## src/rtl/brst_pkg.sv

```systemverilog
`timescale 1ns / 1ps
// shared constants, types and helpers of the block request slot tracker
package brst_pkg;

  localparam int REQUEST_SLOTS  = 8;
  localparam int SECTOR_BYTES   = 512;
  localparam int MAX_IO_SECTORS = 8;

  localparam int GEN_W   = 32;
  localparam int SLOT_W  = (REQUEST_SLOTS > 1) ? $clog2(REQUEST_SLOTS) : 1;
  localparam int CNT_W   = $clog2(MAX_IO_SECTORS + 1);
  localparam int BYTES_W = 9 + $clog2(SECTOR_BYTES + 1);
  localparam int ADDR_W  = 4;

  typedef enum logic [2:0] {
    OP_SUBMIT       = 3'd0,
    OP_COMPLETE_ONE = 3'd1,
    OP_COMPLETE_ALL = 3'd2,
    OP_COLLECT      = 3'd3,
    OP_REVOKE       = 3'd4
  } op_t;

  typedef enum logic [1:0] {
    SLOT_FREE    = 2'd0,
    SLOT_PENDING = 2'd1,
    SLOT_DONE    = 2'd2,
    SLOT_ERROR   = 2'd3
  } slot_status_t;

  typedef enum logic {
    ENG_IDLE,
    ENG_EXEC
  } eng_state_t;

  localparam logic [1:0] REG_CAPACITY  = 2'd0;
  localparam logic [1:0] REG_READ_ONLY = 2'd1;
  localparam logic [1:0] REG_DEFER     = 2'd2;

  typedef struct packed {
    logic [31:0] capacity;
    logic        read_only;
    logic        defer;
  } cfg_t;

  typedef struct packed {
    logic [GEN_W-1:0] gen;
    logic             is_write;
    logic [CNT_W-1:0] count;
  } slot_meta_t;

  localparam slot_meta_t RESET_META = '{gen: GEN_W'(1), is_write: 1'b0, count: '0};

  typedef struct packed {
    logic              re;
    logic [SLOT_W-1:0] raddr;
    logic              we;
    logic [SLOT_W-1:0] waddr;
    slot_meta_t        wdata;
  } ram_req_t;

  function automatic logic [GEN_W-1:0] next_gen(input logic [GEN_W-1:0] g);
    next_gen = (g == '1) ? GEN_W'(1) : g + GEN_W'(1);
  endfunction

endpackage

```

## src/rtl/brst_ifs.sv

```systemverilog
`timescale 1ns / 1ps
// command and response channel interfaces
interface brst_cmd_if;
  logic        valid;
  logic        ready;
  logic [2:0]  operation;
  logic        write;
  logic [31:0] lba;
  logic [8:0]  sectors;
  logic [17:0] buffer_bytes;
  logic [7:0]  handle_index;
  logic [31:0] handle_generation;
  logic        completion_error;

  modport source (
    output valid, operation, write, lba, sectors, buffer_bytes, handle_index,
           handle_generation, completion_error,
    input  ready
  );
  modport sink (
    input  valid, operation, write, lba, sectors, buffer_bytes, handle_index,
           handle_generation, completion_error,
    output ready
  );
endinterface

interface brst_rsp_if;
  logic        valid;
  logic        ready;
  logic        accepted;
  logic [6:0]  issued_index;
  logic [31:0] issued_generation;
  logic        result_status;
  logic [17:0] transferred_bytes;

  modport source (
    output valid, accepted, issued_index, issued_generation, result_status,
           transferred_bytes,
    input  ready
  );
  modport sink (
    input  valid, accepted, issued_index, issued_generation, result_status,
           transferred_bytes,
    output ready
  );
endinterface

```

## src/rtl/brst_cfg_regs.sv

```systemverilog
`timescale 1ns / 1ps
// apb configuration registers
module brst_cfg_regs (
  input  logic                      clk,
  input  logic                      rst,
  input  logic                      psel,
  input  logic                      penable,
  input  logic                      pwrite,
  input  logic [brst_pkg::ADDR_W-1:0] paddr,
  input  logic [31:0]               pwdata,
  output logic [31:0]               prdata,
  output logic                      pready,
  output brst_pkg::cfg_t            cfg
);

  logic       wr_en;
  logic [1:0] reg_idx;

  assign pready  = 1'b1;
  assign wr_en   = psel && penable && pwrite;
  assign reg_idx = paddr[3:2];

  always_ff @(posedge clk) begin
    if (rst) begin
      cfg.capacity  <= 32'd1;
      cfg.read_only <= 1'b0;
      cfg.defer     <= 1'b0;
    end else if (wr_en) begin
      unique case (reg_idx)
        brst_pkg::REG_CAPACITY:  cfg.capacity  <= pwdata;
        brst_pkg::REG_READ_ONLY: cfg.read_only <= pwdata[0];
        brst_pkg::REG_DEFER:     cfg.defer     <= pwdata[0];
        default: ;
      endcase
    end
  end

  always_comb begin
    unique case (reg_idx)
      brst_pkg::REG_CAPACITY:  prdata = cfg.capacity;
      brst_pkg::REG_READ_ONLY: prdata = {31'd0, cfg.read_only};
      brst_pkg::REG_DEFER:     prdata = {31'd0, cfg.defer};
      default:                 prdata = 32'd0;
    endcase
  end

endmodule

```

## src/rtl/brst_slot_ram.sv

```systemverilog
`timescale 1ns / 1ps
// slot generation and request memory with written flags
module brst_slot_ram (
  input  logic                 clk,
  input  logic                 rst,
  input  brst_pkg::ram_req_t   req,
  output brst_pkg::slot_meta_t rdata
);

  brst_pkg::slot_meta_t mem [brst_pkg::REQUEST_SLOTS];
  logic [brst_pkg::REQUEST_SLOTS-1:0] written;
  brst_pkg::slot_meta_t mem_q;
  logic hit_q;

  always_ff @(posedge clk) begin
    if (req.we) begin
      mem[req.waddr] <= req.wdata;
    end
    if (req.re) begin
      mem_q <= mem[req.raddr];
      hit_q <= written[req.raddr];
    end
  end

  always_ff @(posedge clk) begin
    if (rst) begin
      written <= '0;
    end else if (req.we) begin
      written[req.waddr] <= 1'b1;
    end
  end

  // never written entries read as their reset contents
  assign rdata = hit_q ? mem_q : brst_pkg::RESET_META;

endmodule

```

## src/rtl/brst_engine.sv

```systemverilog
`timescale 1ns / 1ps
// command sequencer, slot status table and response register
module brst_engine (
  input  logic                 clk,
  input  logic                 rst,
  input  brst_pkg::cfg_t       cfg,
  brst_cmd_if.sink             cmd,
  brst_rsp_if.source           rsp,
  output brst_pkg::ram_req_t   ram_req,
  input  brst_pkg::slot_meta_t ram_rdata
);

  localparam int SW = brst_pkg::SLOT_W;
  localparam int BW = brst_pkg::BYTES_W;

  brst_pkg::eng_state_t   state, state_next;
  brst_pkg::slot_status_t status [brst_pkg::REQUEST_SLOTS];
  brst_pkg::slot_status_t status_next [brst_pkg::REQUEST_SLOTS];
  logic revoked, revoked_next;

  // latched item
  logic [2:0]   op_q;
  logic         wr_q;
  logic [31:0]  lba_q;
  logic [8:0]   sec_q;
  logic [17:0]  len_q;
  logic [7:0]   hidx_q;
  logic [31:0]  hgen_q;
  logic         cerr_q;
  logic [SW-1:0] slot_q;
  logic         free_q;

  // response register
  logic        rsp_valid;
  logic        out_acc, out_acc_next;
  logic [6:0]  out_idx, out_idx_next;
  logic [31:0] out_gen, out_gen_next;
  logic        out_stat, out_stat_next;
  logic [17:0] out_bytes, out_bytes_next;

  logic          fire, out_free, exec_go, mem_we;
  logic          free_any;
  logic [SW-1:0] free_idx, coll_idx, one_idx;
  logic          coll_range, one_range;
  brst_pkg::slot_meta_t wdata;

  logic          submit_ok, collect_ok;
  logic [BW-1:0] sub_bytes, coll_bytes;
  brst_pkg::slot_status_t coll_st;

  assign fire     = cmd.valid && cmd.ready;
  assign out_free = !rsp_valid || rsp.ready;
  assign exec_go  = (state == brst_pkg::ENG_EXEC) && out_free;

  // lowest free slot
  always_comb begin
    free_any = 1'b0;
    free_idx = '0;
    for (int s = brst_pkg::REQUEST_SLOTS - 1; s >= 0; s--) begin
      if (status[s] == brst_pkg::SLOT_FREE) begin
        free_any = 1'b1;
        free_idx = SW'(s);
      end
    end
  end

  assign coll_range = (cmd.handle_index != 8'd0) &&
                      (cmd.handle_index <= 8'(brst_pkg::REQUEST_SLOTS));
  assign coll_idx   = coll_range ? SW'(cmd.handle_index - 8'd1) : '0;
  assign one_range  = hidx_q < 8'(brst_pkg::REQUEST_SLOTS);
  assign one_idx    = one_range ? SW'(hidx_q) : '0;

  always_comb begin
    unique case (state)
      brst_pkg::ENG_IDLE: state_next = fire ? brst_pkg::ENG_EXEC : brst_pkg::ENG_IDLE;
      brst_pkg::ENG_EXEC: state_next = out_free ? brst_pkg::ENG_IDLE : brst_pkg::ENG_EXEC;
      default:            state_next = brst_pkg::ENG_IDLE;
    endcase
  end

  always_comb begin
    cmd.ready     = (state == brst_pkg::ENG_IDLE);
    ram_req.re    = fire;
    ram_req.raddr = (cmd.operation == brst_pkg::OP_SUBMIT) ? free_idx : coll_idx;
    ram_req.we    = exec_go && mem_we;
    ram_req.waddr = slot_q;
    ram_req.wdata = wdata;
  end

  // submit and collect checks
  assign sub_bytes  = BW'(sec_q) * BW'(brst_pkg::SECTOR_BYTES);
  assign coll_bytes = BW'(ram_rdata.count) * BW'(brst_pkg::SECTOR_BYTES);
  assign coll_st    = status[slot_q];

  assign submit_ok = !revoked && free_q && (sec_q != 9'd0) &&
                     (sec_q <= 9'(brst_pkg::MAX_IO_SECTORS)) &&
                     (lba_q < cfg.capacity) &&
                     (({1'b0, lba_q} + 33'(sec_q)) <= {1'b0, cfg.capacity}) &&
                     (BW'(len_q) == sub_bytes) &&
                     !(wr_q && cfg.read_only);

  assign collect_ok = (hidx_q != 8'd0) && (hidx_q <= 8'(brst_pkg::REQUEST_SLOTS)) &&
                      (hgen_q != 32'd0) && (ram_rdata.gen == hgen_q) &&
                      ((coll_st == brst_pkg::SLOT_DONE) ||
                       (coll_st == brst_pkg::SLOT_ERROR)) &&
                      !((coll_st == brst_pkg::SLOT_DONE) && !ram_rdata.is_write &&
                        (BW'(len_q) < coll_bytes));

  always_comb begin
    status_next    = status;
    revoked_next   = revoked;
    out_acc_next   = 1'b0;
    out_idx_next   = 7'd0;
    out_gen_next   = 32'd0;
    out_stat_next  = 1'b0;
    out_bytes_next = 18'd0;
    mem_we         = 1'b0;
    wdata          = ram_rdata;
    case (op_q)
      brst_pkg::OP_SUBMIT: begin
        if (submit_ok) begin
          out_acc_next        = 1'b1;
          out_idx_next        = 7'(slot_q) + 7'd1;
          out_gen_next        = ram_rdata.gen;
          status_next[slot_q] = cfg.defer ? brst_pkg::SLOT_PENDING : brst_pkg::SLOT_DONE;
          mem_we              = 1'b1;
          wdata.is_write      = wr_q;
          wdata.count         = sec_q[brst_pkg::CNT_W-1:0];
        end
      end
      brst_pkg::OP_COMPLETE_ONE: begin
        if (!revoked && one_range && (status[one_idx] == brst_pkg::SLOT_PENDING)) begin
          out_acc_next         = 1'b1;
          status_next[one_idx] = cerr_q ? brst_pkg::SLOT_ERROR : brst_pkg::SLOT_DONE;
        end
      end
      brst_pkg::OP_COMPLETE_ALL: begin
        if (!revoked) begin
          for (int s = 0; s < brst_pkg::REQUEST_SLOTS; s++) begin
            if (status[s] == brst_pkg::SLOT_PENDING) begin
              status_next[s] = brst_pkg::SLOT_DONE;
              out_acc_next   = 1'b1;
            end
          end
        end
      end
      brst_pkg::OP_COLLECT: begin
        if (collect_ok) begin
          out_acc_next        = 1'b1;
          out_stat_next       = (coll_st == brst_pkg::SLOT_ERROR);
          out_bytes_next      = (coll_st == brst_pkg::SLOT_DONE) ? coll_bytes[17:0] : 18'd0;
          status_next[slot_q] = brst_pkg::SLOT_FREE;
          mem_we              = 1'b1;
          wdata.gen           = brst_pkg::next_gen(ram_rdata.gen);
        end
      end
      brst_pkg::OP_REVOKE: begin
        // freed slots stay unreachable, so their generations need no update
        if (!revoked) begin
          revoked_next = 1'b1;
          out_acc_next = 1'b1;
          for (int s = 0; s < brst_pkg::REQUEST_SLOTS; s++) begin
            status_next[s] = brst_pkg::SLOT_FREE;
          end
        end
      end
      default: ;
    endcase
  end

  always_ff @(posedge clk) begin
    if (rst) begin
      state     <= brst_pkg::ENG_IDLE;
      revoked   <= 1'b0;
      rsp_valid <= 1'b0;
      for (int s = 0; s < brst_pkg::REQUEST_SLOTS; s++) begin
        status[s] <= brst_pkg::SLOT_FREE;
      end
    end else begin
      state <= state_next;
      if (exec_go) begin
        revoked <= revoked_next;
        status  <= status_next;
      end
      if (exec_go) begin
        rsp_valid <= 1'b1;
      end else if (rsp.ready) begin
        rsp_valid <= 1'b0;
      end
    end
  end

  always_ff @(posedge clk) begin
    if (fire) begin
      op_q   <= cmd.operation;
      wr_q   <= cmd.write;
      lba_q  <= cmd.lba;
      sec_q  <= cmd.sectors;
      len_q  <= cmd.buffer_bytes;
      hidx_q <= cmd.handle_index;
      hgen_q <= cmd.handle_generation;
      cerr_q <= cmd.completion_error;
      slot_q <= ram_req.raddr;
      free_q <= free_any;
    end
    if (exec_go) begin
      out_acc   <= out_acc_next;
      out_idx   <= out_idx_next;
      out_gen   <= out_gen_next;
      out_stat  <= out_stat_next;
      out_bytes <= out_bytes_next;
    end
  end

  assign rsp.valid             = rsp_valid;
  assign rsp.accepted          = out_acc;
  assign rsp.issued_index      = out_idx;
  assign rsp.issued_generation = out_gen;
  assign rsp.result_status     = out_stat;
  assign rsp.transferred_bytes = out_bytes;

endmodule

```

## src/rtl/block_request_slot_tracker.sv

```systemverilog
`timescale 1ns / 1ps
// top level of the block request slot tracker
//
// cmd carries one item per operation: submit, complete one, complete all,
// collect or revoke. rsp returns exactly one item for every cmd item, in order.
// configuration (capacity, read-only, deferred completion) is written over the
// apb port; the user must do so only while the block is idle, as the block
// itself does not enforce it; pready is always high. the accept cycle picks
// the slot (lowest free slot for submit, handle slot for collect) and reads
// its generation and request data from the slot memory; the exec state then
// checks the item, writes the slot back and loads the response register. one
// item is in work at a time, because of the read-modify-write of the slot
// memory, which has no forwarding. slot status is held in flip-flops.
// the response register holds a result until rsp.ready; while it is full the
// finished item waits in the exec state and cmd.ready stays low.
// synchronous reset frees every slot, sets every generation to one, clears the
// revoke flag and the response valid flag, and restores the register defaults.
module block_request_slot_tracker (
  input  logic                        clk,
  input  logic                        rst,
  input  logic                        psel,
  input  logic                        penable,
  input  logic                        pwrite,
  input  logic [brst_pkg::ADDR_W-1:0] paddr,
  input  logic [31:0]                 pwdata,
  output logic [31:0]                 prdata,
  output logic                        pready,
  brst_cmd_if.sink                    cmd,
  brst_rsp_if.source                  rsp
);

  brst_pkg::cfg_t       cfg;
  brst_pkg::ram_req_t   ram_req;
  brst_pkg::slot_meta_t ram_rdata;

  brst_cfg_regs u_cfg (
    .clk     (clk),
    .rst     (rst),
    .psel    (psel),
    .penable (penable),
    .pwrite  (pwrite),
    .paddr   (paddr),
    .pwdata  (pwdata),
    .prdata  (prdata),
    .pready  (pready),
    .cfg     (cfg)
  );

  brst_slot_ram u_ram (
    .clk   (clk),
    .rst   (rst),
    .req   (ram_req),
    .rdata (ram_rdata)
  );

  brst_engine u_engine (
    .clk       (clk),
    .rst       (rst),
    .cfg       (cfg),
    .cmd       (cmd),
    .rsp       (rsp),
    .ram_req   (ram_req),
    .ram_rdata (ram_rdata)
  );

endmodule

```

## src/flat_wrapper.sv

```systemverilog
// flat-port wrapper written by rule: the top's interface ports become plain ports
module block_request_slot_tracker_flat 
  (clk, rst, psel, penable, pwrite, paddr, pwdata, prdata, pready, cmd_valid, cmd_operation, cmd_write, cmd_lba, cmd_sectors, cmd_buffer_bytes, cmd_handle_index, cmd_handle_generation, cmd_completion_error, cmd_ready, rsp_valid, rsp_accepted, rsp_issued_index, rsp_issued_generation, rsp_result_status, rsp_transferred_bytes, rsp_ready);
  brst_cmd_if cmd_i ();
  brst_rsp_if rsp_i ();
  input  logic clk;
  input  logic rst;
  input  logic psel;
  input  logic penable;
  input  logic pwrite;
  input  logic [brst_pkg::ADDR_W-1:0] paddr;
  input  logic [31:0] pwdata;
  output logic [31:0] prdata;
  output logic pready;
  input wire logic [$bits(cmd_i.valid)-1:0] cmd_valid;
  input wire logic [$bits(cmd_i.operation)-1:0] cmd_operation;
  input wire logic [$bits(cmd_i.write)-1:0] cmd_write;
  input wire logic [$bits(cmd_i.lba)-1:0] cmd_lba;
  input wire logic [$bits(cmd_i.sectors)-1:0] cmd_sectors;
  input wire logic [$bits(cmd_i.buffer_bytes)-1:0] cmd_buffer_bytes;
  input wire logic [$bits(cmd_i.handle_index)-1:0] cmd_handle_index;
  input wire logic [$bits(cmd_i.handle_generation)-1:0] cmd_handle_generation;
  input wire logic [$bits(cmd_i.completion_error)-1:0] cmd_completion_error;
  output wire logic [$bits(cmd_i.ready)-1:0] cmd_ready;
  output wire logic [$bits(rsp_i.valid)-1:0] rsp_valid;
  output wire logic [$bits(rsp_i.accepted)-1:0] rsp_accepted;
  output wire logic [$bits(rsp_i.issued_index)-1:0] rsp_issued_index;
  output wire logic [$bits(rsp_i.issued_generation)-1:0] rsp_issued_generation;
  output wire logic [$bits(rsp_i.result_status)-1:0] rsp_result_status;
  output wire logic [$bits(rsp_i.transferred_bytes)-1:0] rsp_transferred_bytes;
  input wire logic [$bits(rsp_i.ready)-1:0] rsp_ready;
  assign cmd_i.valid = cmd_valid;
  assign cmd_i.operation = cmd_operation;
  assign cmd_i.write = cmd_write;
  assign cmd_i.lba = cmd_lba;
  assign cmd_i.sectors = cmd_sectors;
  assign cmd_i.buffer_bytes = cmd_buffer_bytes;
  assign cmd_i.handle_index = cmd_handle_index;
  assign cmd_i.handle_generation = cmd_handle_generation;
  assign cmd_i.completion_error = cmd_completion_error;
  assign cmd_ready = cmd_i.ready;
  assign rsp_valid = rsp_i.valid;
  assign rsp_accepted = rsp_i.accepted;
  assign rsp_issued_index = rsp_i.issued_index;
  assign rsp_issued_generation = rsp_i.issued_generation;
  assign rsp_result_status = rsp_i.result_status;
  assign rsp_transferred_bytes = rsp_i.transferred_bytes;
  assign rsp_i.ready = rsp_ready;
  block_request_slot_tracker u_core (.clk(clk), .rst(rst), .psel(psel), .penable(penable), .pwrite(pwrite), .paddr(paddr), .pwdata(pwdata), .prdata(prdata), .pready(pready), .cmd(cmd_i), .rsp(rsp_i));
endmodule
```

## config.mk

```make
export PLATFORM = sky130hd
export DESIGN_NAME = block_request_slot_tracker_flat
export DESIGN_NICKNAME = d
export VERILOG_FILES = /design/src/rtl/brst_pkg.sv /design/src/rtl/brst_ifs.sv /design/src/rtl/brst_cfg_regs.sv /design/src/rtl/brst_slot_ram.sv /design/src/rtl/brst_engine.sv /design/src/rtl/block_request_slot_tracker.sv /design/src/flat_wrapper.sv
export SDC_FILE = /design/constraint.sdc
export NUM_CORES = 1
export LEC_CHECK = 0
export BUFFER_PORTS_ARGS = -buffer_cell sky130_fd_sc_hd__buf_2
export CAP_MARGIN = 40
export CORE_ASPECT_RATIO = 1.2
export CORE_UTILIZATION = 30
export CTS_BUF_LIST = sky130_fd_sc_hd__clkbuf_8
export DETAILED_ROUTE_END_ITERATION = 16
export GPL_TIMING_DRIVEN = 0
export PLACE_DENSITY = 0.49
export SLEW_MARGIN = 40
export SYNTH_ARGS = -nofsm -noshare
export SYNTH_HDL_FRONTEND = slang
export SYNTH_SLANG_ARGS = --single-unit
```

## constraint.sdc

```tcl
create_clock -name clk -period 9.1 [get_ports clk]
set_clock_uncertainty 0.05 [all_clocks]
set_input_delay 0.455 -clock clk [delete_from_list [all_inputs] [get_ports clk]]
set_output_delay 0.455 -clock clk [all_outputs]
set_load 0.005 [all_outputs]
```

==> metrics list <==
- Result of the run: complete, no violations
- Detailed placement finished with a half-perimeter wire length of 66.5 mm.
- DR top layer: met5
* Routed Wire Length: 91.4 mm
- In this run the remaining antenna-violating nets after routing total 0.
- In this run the post-CTS setup repair buffer count came out at 0.
* Total overflow reported by the global router: 0
* Core footprint: about 85000 sq um
- Final Setup Violations: 0
- Gates resized during post-CTS repair numbered 0.
* Count of TritonRoute iterations in the first routing pass: 6
* Fraction of final layout cells sized beyond drive strength 1: 14.6%
- The clock reaches the later pin of the worst-skew pair after roughly 0.75 ns.
- Finished layout cell area: approximately 32000 sq um
* CTS tree: done
- The count of final hold-check violations was 0.
- Static power due to leakage: 11.6 nW
* Global-route wire length before repair: roughly 130 mm
* Standard cell area after detailed placement: 29000 sq um
* Filler cells: 8303
- The critical path is of the flop to flop type.
- IR drop worst, VDD: 0.0913 mV
* Worst R2R End: u_core.u_ram.mem[7][13]$_DFFE_PP_
- Number of antenna violations at the first check in global routing: 5
* Capturing element type of the critical path: flop
- List of cells traversed by the critical path: ha_1, inv_1, fa_1, nor2b_1, o21a_1, o21ai_0, a21oi_1, or2_2, and3_1, nand3_1, nor2_1, xor2_1, ha_1, nand4_1, nor4_1, nand3_1, a2111oi_0, nand4_1, o21bai_1, nand2_1, nor2_4, buf_16, buf_8
- Post-synthesis cell area: 25700 sq um
- Worst hold path class: input pin to flop
* Worst reg2reg setup slack: about 1.1 ns
- Yosys printed 0 warnings.
- Hold bufs inserted after CTS: 138
- The via count of the first global-routing pass came to 20918.
* Global placement routability congestion: approximately 0.9
- Port bufs: 217
- Number of enable-type register cells in the synthesized netlist: between 400 and 500
- Highest Clock Rate: 125 MHz
* Combined global-route utilization of all metal layers: 20.9%
* Vias after detailed routing: 20912
- In this run the critical register-to-register path is launched from u_core.u_engine.sec_q[0]$_DFFE_PP_.
- Max-slew violation count: 0
- Delay of the slowest cell on the worst path: 0.70 ns
- Launching element of the worst setup path: u_core.u_engine.sec_q[0]$_DFFE_PP_
* Element type at the critical path start: flop
- Clock tree synthesis found a total of 545 sinks.
- Period utilization: 88.0%
- Entering global routing, the biggest net connects 33 pins.
- Final #Nets: 3100
- In this run the power density over the cells is approximately 170 nW/um^2.
- At the worst endpoint, the required time is 9.43 ns.
- In the detailed route, the total length drawn on met3 is 6.00 mm.
* Post-layout util: 37.9%
* Transition at the pin with the smallest max-transition slack: approximately 0.87 ns
* Max Cap Viol: 0
- Async SR Flop Fraction: 0%
- Routed length on met1: 36.6 mm
- The worst path in the final design needs a cycle of 8.01 ns, including I/O delays and setup.
- Total die area: 86700 sq um
- The slowest stage of the critical path is the sky130_fd_sc_hd__o21bai_1 cell.
- During I/O placement, the number of pins put on the boundary was 241.
- Die Height: 322 um
- Normalized max-slew margin: roughly 42%
* Violation count after the first detailed-routing iteration: 1706
- Prior to clock tree synthesis, the placed netlist has a worst setup slack of 1.26 ns.
* Horiz. Die Dim: ~270 um
* Remaining design rule violation count: 0
- After detailed routing, the met2 layer carries 45.4 mm of wire.
- After synthesis, flip-flops and latches occupy about 60% of the total area.
- In this run the core area contains about 120 standard-cell rows.
* Most instantiated flip-flop cell in the synthesis netlist: sky130_fd_sc_hd__edfxtp_1
* Effective utilization at floorplan: 30.3%
- Synthesis-stage register bit count: 545
- Depth of the worst register-to-register path: 23
* Clock buffer count from CTS: 93
- The worst path meets setup with approximately 1.1 ns of slack.
- In this run, distinct cell masters in the synthesized netlist total a little under 80.
- Using the TritonRoute via totals, the vias-per-cell ratio works out to 5.12.
- Unrepaired setup endpoints after global routing: no
- Clock root buffer master: sky130_fd_sc_hd__clkbuf_8
- After technology mapping, the gate count stands at 2376.
- STA puts the critical path data arrival time at ~8.3 ns.
- Clock-pin transition on the worst setup and hold timing paths: ~0.060 ns
- H-tree levels: 3
* Crit-path max FO: 14
- The most critical setup path has its endpoint at u_core.u_ram.mem[7][13]$_DFFE_PP_.
* Layout area overhead: 25.3%
- Longest Clk Path Bufs: 3
- Dividing the detail-routed wire length by the instance count gives approximately 22 um.
- A synthesized cell averages 10.8 sq um.
-- cells by family after synthesis --
group,after synthesis,synth area share (%)
buffers and inverters,211,3.38
AOI/OAI and AO/OA,342,8.25
and+or+nand+nor,1123,20.4
xor gates and xnor gates,63,2.15
DFF,545,61.4
adders and majority gates,79,3.88
other,2,0.0293
muxes,11,0.488
-- flip-flops by register name, summed over array words and instances, names as in the netlist, 3 cells and up, named ones only --
register	flops
u_core.u_engine.lba_q	32
u_core.u_engine.rsp.issued_generation	32
u_core.u_engine.sec_q	9
u_core.u_ram.mem	296
u_core.u_engine.op_q	3
u_core.u_ram.written	8
u_core.u_engine.slot_q	3
u_core.u_engine.hidx_q	8
u_core.u_engine.len_q	18
u_core.u_cfg.cfg	34
u_core.u_engine.hgen_q	32
u_core.u_engine.rsp.transferred_bytes	4
u_core.u_ram.mem_q	37
u_core.u_engine.rsp.issued_index	4
-- how the worst min path moves through the flow --
stage,start,endpoint,depth (start not counted)
CTS,penable,u_core.u_cfg.cfg[1]$_SDFFE_PP0P_,5
finish,penable,u_core.u_cfg.cfg[1]$_SDFFE_PP0P_,5
detailed placement,u_core.u_cfg.cfg[20]$_SDFFE_PP0P_,u_core.u_cfg.cfg[20]$_SDFFE_PP0P_,2
global route,penable,u_core.u_cfg.cfg[1]$_SDFFE_PP0P_,5
global placement,u_core.u_cfg.cfg[20]$_SDFFE_PP0P_,u_core.u_cfg.cfg[20]$_SDFFE_PP0P_,2
floorplan,u_core.u_cfg.cfg[10]$_SDFFE_PP0P_,u_core.u_cfg.cfg[10]$_SDFFE_PP0P_,2
-- routing by layer --
metal,global-route usage [%],vias up
met5,0,-
met4,8.65,2
met3,3.86,173
met2,36.7,857
met1,24.8,10241
li1,-,9639
-- cells in the mapped netlist (16+ instances only) --
master | count | area (sq um)
sky130_fd_sc_hd__nand4_1 | 38 | 238
sky130_fd_sc_hd__edfxtp_1 | 484 | 14500
sky130_fd_sc_hd__a21oi_1 | 99 | 495
sky130_fd_sc_hd__ha_1 | 78 | 976
sky130_fd_sc_hd__nor3_1 | 57 | 285
sky130_fd_sc_hd__and3_1 | 18 | 113
sky130_fd_sc_hd__nand2b_1 | 21 | 131
sky130_fd_sc_hd__dfxtp_1 | 61 | 1220
sky130_fd_sc_hd__xor2_1 | 24 | 210
sky130_fd_sc_hd__clkbuf_1 | 108 | 405
sky130_fd_sc_hd__nor4_1 | 18 | 113
sky130_fd_sc_hd__nand2_1 | 490 | 1840
sky130_fd_sc_hd__inv_1 | 69 | 259
sky130_fd_sc_hd__nor2b_1 | 16 | 100
sky130_fd_sc_hd__o21ai_0 | 101 | 505
sky130_fd_sc_hd__xnor2_1 | 39 | 342
sky130_fd_sc_hd__buf_4 | 18 | 135
sky130_fd_sc_hd__nand3_1 | 248 | 1240
sky130_fd_sc_hd__and2_1 | 26 | 163
sky130_fd_sc_hd__a22oi_1 | 17 | 128
sky130_fd_sc_hd__nor2_1 | 124 | 465
-- cell type report --
cell class	instances	area (sq um)	area share (%)
sequential	545	15800	49.0
multi-input combinational	1636	9200	28.6
timing repair buffer	387	3140	9.77
tap	1130	1410	4.40
clock buffer	97	1340	4.15
buffer	138	601	1.87
clock inverter	76	438	1.36
inverter	73	274	0.852
antenna	2	5.00	0.0156
-- stage by stage --
step / std cells / hold slack [ns] / TNS (ns) / total power, mW
global placement: 3739 / 0.394 / -736.41 / 3.32
finish: 4084 / 0.268 / 0 / 5.48
CTS: 4082 / 0.172 / 0 / 5.54
global route: 4084 / 0.250 / 0 / 5.70
floorplan: 2392 / 0.386 / 0 / 3.13
detailed placement: 3771 / 0.396 / 0 / 3.33
-- layout by cell type (no fill, tap or decap), types with 21 or more instances in the layout --
cell,netlist,routed
sky130_fd_sc_hd__dlygate4sd3_1,0,138
sky130_fd_sc_hd__a21oi_1,99,99
sky130_fd_sc_hd__nand3_1,248,248
sky130_fd_sc_hd__clkbuf_8,0,97
sky130_fd_sc_hd__and2_1,26,26
sky130_fd_sc_hd__xnor2_1,39,39
sky130_fd_sc_hd__nand2b_1,21,21
sky130_fd_sc_hd__nand2_1,490,490
sky130_fd_sc_hd__clkbuf_1,108,105
sky130_fd_sc_hd__o21ai_0,101,94
sky130_fd_sc_hd__nand4_1,38,38
sky130_fd_sc_hd__nor3_1,57,56
sky130_fd_sc_hd__ha_1,78,78
sky130_fd_sc_hd__clkinv_1,1,23
sky130_fd_sc_hd__inv_1,69,104
sky130_fd_sc_hd__xor2_1,24,24
sky130_fd_sc_hd__buf_2,7,224
sky130_fd_sc_hd__edfxtp_1,484,484
sky130_fd_sc_hd__dfxtp_1,61,61
sky130_fd_sc_hd__nor2_1,124,115
-- worst max-delay path, delay by kind of cell, from the launching register on --
| kind | cells | cell delay [ns] |
|---|---|---|
| adder cells (fa/ha/maj) | 3 | 0.94 |
| AND/OR/NAND/NOR | 11 | 3.72 |
| AO/OA/AOI/OAI | 5 | 1.81 |
| XOR/XNOR | 1 | 0.09 |
| buffers and inverters | 3 | 0.50 |
| flip-flops | 1 | 0.48 |
-- power breakdown --
group | total (mW) | internal (mW) | switching, mW
clock | 2.15 | 1.11 | 1.04
sequential | 2.85 | 2.79 | 0.0622
combinational | 0.484 | 0.199 | 0.285
total | 5.48 | 4.09 | 1.39
Note: power is estimated with default switching activity, not from simulation.
